`src/rtl/xnks_pkg.sv`:
```
// Package for the XOR nearest-k search unit: sizes, constants and shared types.
// No dependencies.
`timescale 1ns / 1ps
package xnks_pkg;
  localparam int CAPACITY = 1024;
  localparam int MAX_K = 64;
  localparam int ID_W = 64;
  localparam int ADDR_W = $clog2(CAPACITY);
  localparam int CNT_W = $clog2(CAPACITY + 1);
  localparam int K_W = $clog2(MAX_K + 1);
  localparam int KIDX_W = (MAX_K > 1) ? $clog2(MAX_K) : 1;
  localparam int CFG_W = 7;
  localparam logic [CFG_W-1:0] K_RESET = 7'd20;
  localparam logic ACT_ADD = 1'b0;
  localparam logic ACT_QUERY = 1'b1;

  typedef struct packed {
    logic store_wr;
    logic list_clear;
    logic scan_start;
    logic scan_step;
  } xnks_cmd_t;

  typedef struct packed {
    logic scan_done;
    logic emit_last;
    logic full;
    logic empty;
  } xnks_stat_t;
endpackage

```
`src/rtl/xnks_ctrl.sv`:
```
// Controller: accepts beats, sequences scan and emission, owns config and overflow flag.
// Depends on xnks_pkg.
`timescale 1ns / 1ps
module xnks_ctrl (
  input  logic                    clk,
  input  logic                    rst,
  input  logic                    in_fire,
  input  logic                    in_action,
  output logic                    in_rdy,
  output logic                    out_vld,
  input  logic                    out_rdy,
  output logic                    out_last,
  output logic                    out_none,
  output logic                    out_ovf,
  input  logic                    cfg_we,
  input  logic [xnks_pkg::CFG_W-1:0] cfg_data,
  output xnks_pkg::xnks_cmd_t     cmd,
  input  xnks_pkg::xnks_stat_t    stat,
  output logic [xnks_pkg::K_W-1:0] k_eff,
  output logic [xnks_pkg::KIDX_W-1:0] emit_idx
);
  import xnks_pkg::*;

  typedef enum logic [1:0] {IDLE, SCAN, EMIT, NONE} state_t;
  state_t state;
  logic [CFG_W-1:0] k_reg;
  logic ovf;

  always_comb begin
    if (k_reg == '0) k_eff = K_W'(1);
    else if (k_reg > CFG_W'(MAX_K)) k_eff = K_W'(MAX_K);
    else k_eff = K_W'(k_reg);
  end

  assign in_rdy = (state == IDLE);
  assign out_vld = (state == EMIT) || (state == NONE);
  assign out_none = (state == NONE);
  assign out_last = (state == NONE) || stat.emit_last;
  assign out_ovf = ovf;

  always_comb begin
    cmd = '0;
    cmd.store_wr = in_fire && (in_action == ACT_ADD);
    cmd.scan_start = in_fire && (in_action == ACT_QUERY);
    cmd.list_clear = cmd.scan_start;
    cmd.scan_step = (state == SCAN);
  end

  always_ff @(posedge clk) begin
    if (rst) begin
      state <= IDLE;
      k_reg <= K_RESET;
      ovf <= 1'b0;
      emit_idx <= '0;
    end else begin
      if (cfg_we) k_reg <= cfg_data;
      case (state)
        IDLE: begin
          if (in_fire) begin
            if (in_action == ACT_ADD) begin
              if (stat.full) ovf <= 1'b1;
            end else if (stat.empty) begin
              state <= NONE;
            end else begin
              state <= SCAN;
            end
          end
        end
        SCAN: begin
          if (stat.scan_done) begin
            state <= EMIT;
            emit_idx <= '0;
          end
        end
        EMIT: begin
          if (out_rdy) begin
            if (stat.emit_last) state <= IDLE;
            else emit_idx <= emit_idx + KIDX_W'(1);
          end
        end
        NONE: begin
          if (out_rdy) state <= IDLE;
        end
        default: state <= IDLE;
      endcase
    end
  end
endmodule

```
`config.mk`:
```
export PLATFORM = sky130hd
export DESIGN_NAME = xnks_ctrl
export DESIGN_NICKNAME = d
export VERILOG_FILES = /design/src/rtl/xnks_pkg.sv /design/src/rtl/xnks_ctrl.sv
export SDC_FILE = /design/constraint.sdc
export NUM_CORES = 1
export LEC_CHECK = 0
export BUFFER_PORTS_ARGS = -buffer_cell sky130_fd_sc_hd__buf_2
export CAP_MARGIN = 20
export CORE_MARGIN = 5
export CORE_UTILIZATION = 40
export DETAILED_ROUTE_END_ITERATION = 8
export PLACE_DENSITY = 0.73
export SYNTH_ARGS = -nofsm -noshare
export SYNTH_HDL_FRONTEND = slang
export SYNTH_SLANG_ARGS = --single-unit
```
`constraint.sdc`:
```
create_clock -name clk -period 1.46 [get_ports clk]
set_clock_uncertainty 0.2 [all_clocks]
set_input_delay 0.146 -clock clk [delete_from_list [all_inputs] [get_ports clk]]
set_output_delay 0.146 -clock clk [all_outputs]
set_load 0.005 [all_outputs]
```
Word-level counts from Yosys, hierarchy flattened
Cells that the tools add are included.

word-level totals
  memories kept = 0
  register bits after elaboration = 16
  bits in read-only memories = 0
  logic and storage cells = 41
  bits in latches = 0
  RAM bits = 0
  input bits = 17

cells by class
  shift-type cells = 0
  order comparisons = 1
  eq/ne operators = 10
  $add $sub $neg = 1
  div/mod/pow operators = 0
  muxes and demuxes = 14
  reductions and logical operators = 10
  multipliers = 0
  bitwise logic cells = 1

operators by type and width
  kind                                           count
  two-way mux 6 bit                              3
  two-way mux 2 bit                              7
  two-way mux 7 bit                              2
  != test 2 bit, second input constant           6
  case mux 6 bit (2 select lines)                1
  case mux 2 bit (4 select lines)                1
  AND reduction 4 bit                            2
  > comparator 7 bit, second input constant      1
  logical NOT 7 bit                              1
  adder 6 x 1 -> 6 bit, second input constant    1
  AND reduction 6 bit                            1
  == test 2 bit, second input constant           2
  == test 2 x 1 -> 1 bit, second input constant  1
  logical AND 1 bit                              2
  logical NOT 2 bit                              1
  logical OR 1 bit                               2
  != test 2 x 1 -> 1 bit, second input constant  1
  nonzero test 2 bit                             1
  NOT 1 bit                                      1

Logic depth before layout (Yosys ltp)
Gate-level depths: netlist of the first run.

  depth after elaboration = 4
  gate-level depth with buffers = 5
  mapped depth without buffers = 4

Worst setup path after synthesis of the first run
Ideal clock, no wire load.

  path kind = register to register
  start = reg emit_idx[0] in the netlist's numbering
  end = reg emit_idx[1] in the netlist's numbering
  data required time = 1.189 ns
  stages on the path, launching flop included = 5
  library setup time = 0.071 ns
  path buffers = 0
  arrival = 1.251 ns
  path slack = -0.061 ns
  cells stage by stage = dfxtp_1 -> ha_1 -> inv_1 -> or4b_1 -> a21oi_1

on the way
  word-level cells in the longest chain between the ends = 4

RTL lines
  element                          line             text
  from (decl)                      xnks_ctrl.sv:20  output logic [xnks_pkg::KIDX_W-1:0] emit_idx
  from (signal assigned)           xnks_ctrl.sv:78  else emit_idx <= emit_idx + KIDX_W'(1);
  adder 6 x 1 -> 6 bit             xnks_ctrl.sv:78
  two-way mux 6 bit                xnks_ctrl.sv:77  if (stat.emit_last) state <= IDLE;
  two-way mux 6 bit                xnks_ctrl.sv:76  if (out_rdy) begin
  case mux 6 bit (2 select lines)  xnks_ctrl.sv:57  case (state)

No other way between the ends. The select of a mux whose other input is x is not followed.
A chain may end at the register's enable or synchronous reset.

Worst setup path after layout of the first run
  start = reg state[0]
  end = reg emit_idx[0] in the netlist's numbering

on the way
  word-level cells in the longest chain between the ends = 3

RTL lines
  element                                                  line             text
  from (decl)                                              xnks_ctrl.sv:25  state_t state;
  from (signal assigned)                                   xnks_ctrl.sv:51  state <= IDLE;
  from (signal assigned)                                   xnks_ctrl.sv:63  state <= NONE;
  from (signal assigned)                                   xnks_ctrl.sv:65  state <= SCAN;
  == test 2 bit or == test 2 x 1 -> 1 bit (tied branches)  xnks_ctrl.sv:57
  != test 2 bit (no line), or another cell as far along    -
  AND reduction 4 bit (no line)                            -

Several ways; a longest one is shown, not always the timed one.

==> metrics.yaml, run 1 <==
sta:
  setup_ws_ns: -0.117
  tns_ns: -0.402
  max_clock_freq_ghz: 0.634
  rsz0062_at_grt: "yes"
  hold_violations: 1
  finalSetupViolCount: 7
  worstMarginPinSlew_ns: 0.303
  fin_crit_sh_pct: 108
  hold_slack_ns: -0.00961
  slew_headroom_pct: 79.8
  period_needed_ns: 1.58
  maxSlewViolCount: 0
setup_path:
  path_class: "register to register"
  end_kind: "register"
  worstSetupStartpointType: "register"
  critPathMaxFanout: 3
  critPathArrivalTime_ns: 1.61
  worst_ep_required_time_ns: 1.49
die:
  start_util_pct: 42.1
  num_rows: 16
  core_area_um2: 1960
  io_pins: 39
  die_w_um: 55.4
  fp.dieArea_um2: 3070
  die_height_um: 55.4
cells_and_area:
  area_growth_pct: 76.7
  final_cells: 188
  diodes: 0
  nets: 181
  largest_reg_flops: 7
  final_common_cell: "buf_2"
  final.fill_count: 148
  design_area_um2: 1460
  final_cell_mix: "buf_2, dlygate4sd3_1, mux2i_1, buf_6, buf_4"
  regArea_um2: 329
  multiInputGateArea_um2: 546
  drive_above_1_share_pct: 52.2
grt:
  grt_pass1_wl_um: 4110
  antenna_found_initial: 0
  grt_usage_pct: 16.9
  grt_max_degree: 12
  overflow: 0
  grt_pass1_vias: 889
clocking:
  ctsRootBufferMaster: "clkbuf_4"
  numCtsBuffers: 3
  clock-sinks: 16
  tritoncts: "yes"
  cts.htree.levels: 1
  clockBufferDepth: 2
  clk_pin_slew_ns: 0.09
  clk_latency_ns: 0.29
synth:
  ys_seq_area_share_pct: 38.8
  synth.distinct_cells: 28
  synthCells: 96
  yosys_warnings: 0
  mappedNetlistArea_um2: 826
  syn_nets: 114
  ys_seq_elements: 16
  avgSynthCellArea_um2: 8.60
run:
  maxCapViolations: 0
pwr:
  powerDensity_nw_per_um2: 652
  vdd.ir_drop.worst_uv: 562
  power_w: 0.000952
  leakage_nw: 0.653
place:
  io_buffer_count: 38
  place_area_um2: 1080
  dp_cells: 162
  gp_congestion: 0.764
  hpwl_um: 1550
detailed_routing:
  drc_errors: 0
  wl_um: 2680
  vias_per_cell: 5.03
  vias: 945
  ant_nets: 0
  drt-initial-drc-count: 14
  first_pass_iters: 4
  wl_per_cell_um: 14.3
run_status:
  failed_checks: "hold timing, setup timing"
  status: "finished, violations left"
worst_hold_path:
  worstHoldPathType: "primary input to register"
## worst max-delay path: stages (launching register included)
cell	delay, ns
dfxtp_2	0.34
buf_6	0.12
nand4bb_4	0.20
or4b_1	0.52
a21oi_2	0.14
## final timing paths
check                                      startpoint                        to  slack (ns)  depth (start not counted)
worst max-delay path            state[0]$_SDFFE_PP0P_  emit_idx[0]$_SDFFE_PP0P_       -0.12                          4
worst min-delay path                          out_rdy     state[0]$_SDFFE_PP0P_       -0.01                          3
worst max register to register  state[0]$_SDFFE_PP0P_  emit_idx[0]$_SDFFE_PP0P_       -0.12                          4
worst min register to register   out_ovf$_SDFFE_PP0P_      out_ovf$_SDFFE_PP0P_        0.28                          2
## power by group
part           leakage [nW]  internal (W)  total [W]  switching (W)
logic                 0.506      0.000148   0.000247      0.0000988
registers             0.133      0.000455   0.000469      0.0000139
clock network        0.0138     0.0000961   0.000236       0.000140
total                 0.653      0.000699   0.000952       0.000252
## layer usage
layer / wire length, um / track usage, % / part of all wire (%) / vias up
li1: - / - / - / 465
met1: 1040 / 18.1 / 39 / 442
met2: 1410 / 28.9 / 53 / 33
met3: 146 / 3.73 / 5.4 / 5
met4: 75 / 12.5 / 2.8 / 0
met5: 0 / 0 / 0 / -
## cell families after synthesis
kind of cell	after synthesis	share of synthesized area, %
AND/OR/NAND/NOR	43	30.2
multiplexers	11	13.3
flip-flops	16	38.8
buffers and inverters	12	6.51
adder cells (fa/ha/maj)	1	1.51
AO/OA/AOI/OAI	13	9.70
## stage by stage
| stage | utilization [%] | setup slack, ns |
|---|---|---|
| 2_1_floorplan | - | -0.00731 |
| 3_3_place_gp | 55.3 | 0.0127 |
| 3_5_place_dp | 55.3 | -0.0643 |
| 4_1_cts | 67.6 | -0.0969 |
| 5_1_grt | 74.4 | -0.174 |
| 6_report | 74.4 | -0.117 |
## synthesized netlist by cell type
cell | n | area (um^2)
dfxtp_1 | 16 | 320
a21o_1 | 1 | 7.51
a21boi_0 | 1 | 7.51
clkbuf_2 | 1 | 5.00
mux2i_1 | 11 | 110
inv_1 | 2 | 7.51
and2_1 | 2 | 12.5
or4b_1 | 2 | 20.0
a221oi_1 | 1 | 8.76
buf_4 | 1 | 7.51
nand4bb_1 | 1 | 11.3
a31oi_1 | 1 | 6.26
a211oi_1 | 1 | 7.51
nand4_1 | 1 | 6.26
nand3_1 | 9 | 45.0
or2_2 | 1 | 6.26
clkinv_1 | 1 | 3.75
nor2_1 | 9 | 33.8
nor2b_1 | 7 | 43.8
a21oi_1 | 7 | 35.0
ha_1 | 1 | 12.5
nor3_1 | 1 | 5.00
nand2_1 | 2 | 7.51
nand2b_1 | 2 | 12.5
o21a_1 | 1 | 7.51
clkbuf_1 | 4 | 15.0
nand3b_1 | 6 | 45.0
buf_2 | 3 | 15.0
## timing repair
item	CTS	global route
gates cloned	0	0
endpoints found under the hold margin	12	2
gates resized for setup	20	15
hold buffers	10	3
pin swaps	5	6
endpoints found under the setup margin	5	11
setup buffers	4	6
## area by class of cell
type / count / area share [%]
clock buffer: 3 / 1.54
inverter: 3 / 0.772
multi-input combinational: 68 / 37.4
sequential: 16 / 22.6
tap: 27 / 2.32
timing repair buffer: 71 / 35.4
No activity file was read; power rests on OpenSTA's default activity.
==> inputs of run 2 (changes only) <==
--- a/config.mk
+++ b/config.mk
@@ -7,10 +7,11 @@
 export LEC_CHECK = 0
 export BUFFER_PORTS_ARGS = -buffer_cell sky130_fd_sc_hd__buf_2
 export CAP_MARGIN = 20
+export CORE_ASPECT_RATIO = 1.1
 export CORE_MARGIN = 5
-export CORE_UTILIZATION = 40
+export CORE_UTILIZATION = 30
+export CTS_CLUSTER_SIZE = 8
 export DETAILED_ROUTE_END_ITERATION = 8
-export PLACE_DENSITY = 0.73
 export SYNTH_ARGS = -nofsm -noshare
 export SYNTH_HDL_FRONTEND = slang
 export SYNTH_SLANG_ARGS = --single-unit
==> metrics.yaml, run 2 (synthesized netlist as in run 1, its figures left out) <==
detailed_routing:
  drt-initial-drc-count: 32
  drc_errors: 0
  vias: 870
  first_pass_iters: 4
  ant_nets: 0
  wl_per_cell_um: 12.0
  wl_um: 2240
  vias_per_cell: 4.68
clocking:
  clk_pin_slew_ns: 0.08
  clockBufferDepth: 2
  ctsRootBufferMaster: "clkbuf_4"
  numCtsBuffers: 3
  clock-sinks: 16
  cts.htree.levels: 1
  tritoncts: "yes"
  clk_latency_ns: 0.28
grt:
  overflow: 0
  grt_pass1_vias: 836
  grt_pass1_wl_um: 3570
  grt_usage_pct: 12.0
  grt_max_degree: 11
  antenna_found_initial: 0
sta:
  setup_ws_ns: -0.0856
  slew_headroom_pct: 76.6
  rsz0062_at_grt: "yes"
  hold_violations: 0
  worstMarginPinSlew_ns: 0.350
  period_needed_ns: 1.55
  finalSetupViolCount: 6
  fin_crit_sh_pct: 106
  tns_ns: -0.293
  max_clock_freq_ghz: 0.647
  maxSlewViolCount: 0
die:
  start_util_pct: 30.6
  die_w_um: 60.0
  num_rows: 20
  io_pins: 39
  die_height_um: 65.0
  fp.dieArea_um2: 3900
  core_area_um2: 2700
pwr:
  vdd.ir_drop.worst_uv: 441
  powerDensity_nw_per_um2: 667
  leakage_nw: 0.605
cells_and_area:
  final_cell_mix: "buf_2, dlygate4sd3_1, mux2i_1, dfxtp_1, nand3_1"
  drive_above_1_share_pct: 43.8
  final_util_pct: 50.2
  multiInputGateArea_um2: 510
  regArea_um2: 327
  largest_reg_flops: 7
  design_area_um2: 1360
  area_growth_pct: 64.4
  final_common_cell: "buf_2"
  final.fill_count: 255
  diodes: 0
  final_cells: 186
  nets: 173
setup_path:
  critPathArrivalTime_ns: 1.20
  end_kind: "output pin"
  critPathMaxFanout: 2
  worstSetupStartpointType: "register"
  worst_ep_required_time_ns: 1.11
  path_class: "register to output pin"
worst_hold_path:
  worstHoldPathType: "primary input to register"
run_status:
  failed_checks: "setup timing"
  status: "finished, violations left"
place:
  place_area_um2: 1060
  hpwl_um: 1580
  gp_congestion: 0.751
  io_buffer_count: 38
  dp_cells: 164
run:
  maxCapViolations: 0
-- run 2: changes by cell type in the layout (fill, tap and decap cells not counted), sizes merged --
cell / delta
buf: -8
-- run 2: repair_timing --
item | CTS | global route
pin swaps | 3 | 3
endpoints found under the hold margin | 12 | 0
endpoints found under the setup margin | 4 | 11
hold buffers | 13 | 0
setup buffers | 5 | 1
resized for setup | 13 | 9
cloned | 0 | 0
-- run 2: per-stage QoR --
| step | power [W] | worst slack (ns) | hold slack [ns] |
|---|---|---|---|
| after CTS | 0.000906 | -0.0857 | 0.0176 |
| after global placement | 0.000623 | 0.0207 | 0.172 |
| after detailed placement | 0.000627 | -0.0604 | 0.182 |
| final | 0.000906 | -0.0856 | 0.0155 |
| after floorplan | 0.000561 | -0.00731 | 0.0748 |
| after global routing | 0.000953 | -0.124 | 0.0370 |
-- run 2: final timing paths --
check | startpoint | to | slack, ns | depth (start not counted)
worst min-delay path | out_rdy | state[1]$_SDFFE_PP0P_ | 0.02 | 3
worst max register to register | state[1]$_SDFFE_PP0P_ | emit_idx[5]$_SDFFE_PP0P_ | -0.06 | 4
worst max-delay path | state[1]$_SDFFE_PP0P_ | out_last | -0.09 | 4
worst min register to register | out_ovf$_SDFFE_PP0P_ | out_ovf$_SDFFE_PP0P_ | 0.28 | 2
-- run 2: area by class of cell --
type	instances	area share (%)
multi-input combinational	68	37.6
timing repair buffer	63	32.8
sequential	16	24.1
tap	33	3.04
inverter	3	0.829
clock buffer	3	1.66
-- run 2: routing by layer --
layer	GRT usage (%)	share of wire, %
met5	0	0
met3	2.39	6.2
met4	4.99	1.8
met2	21.4	50
met1	13.3	42
-- run 2: where the power goes --
group          internal [W]  switching, W
Sequential         0.000455     0.0000137
Combinational      0.000126     0.0000857
Clock             0.0000958      0.000130
Total              0.000677      0.000229
-- run 2: worst max-delay path: stages (launching register included) --
cell and delay [ns]:
dfxtp_2 0.33, buf_6 0.11, and2_4 0.15, or2_4 0.22, buf_6 0.11
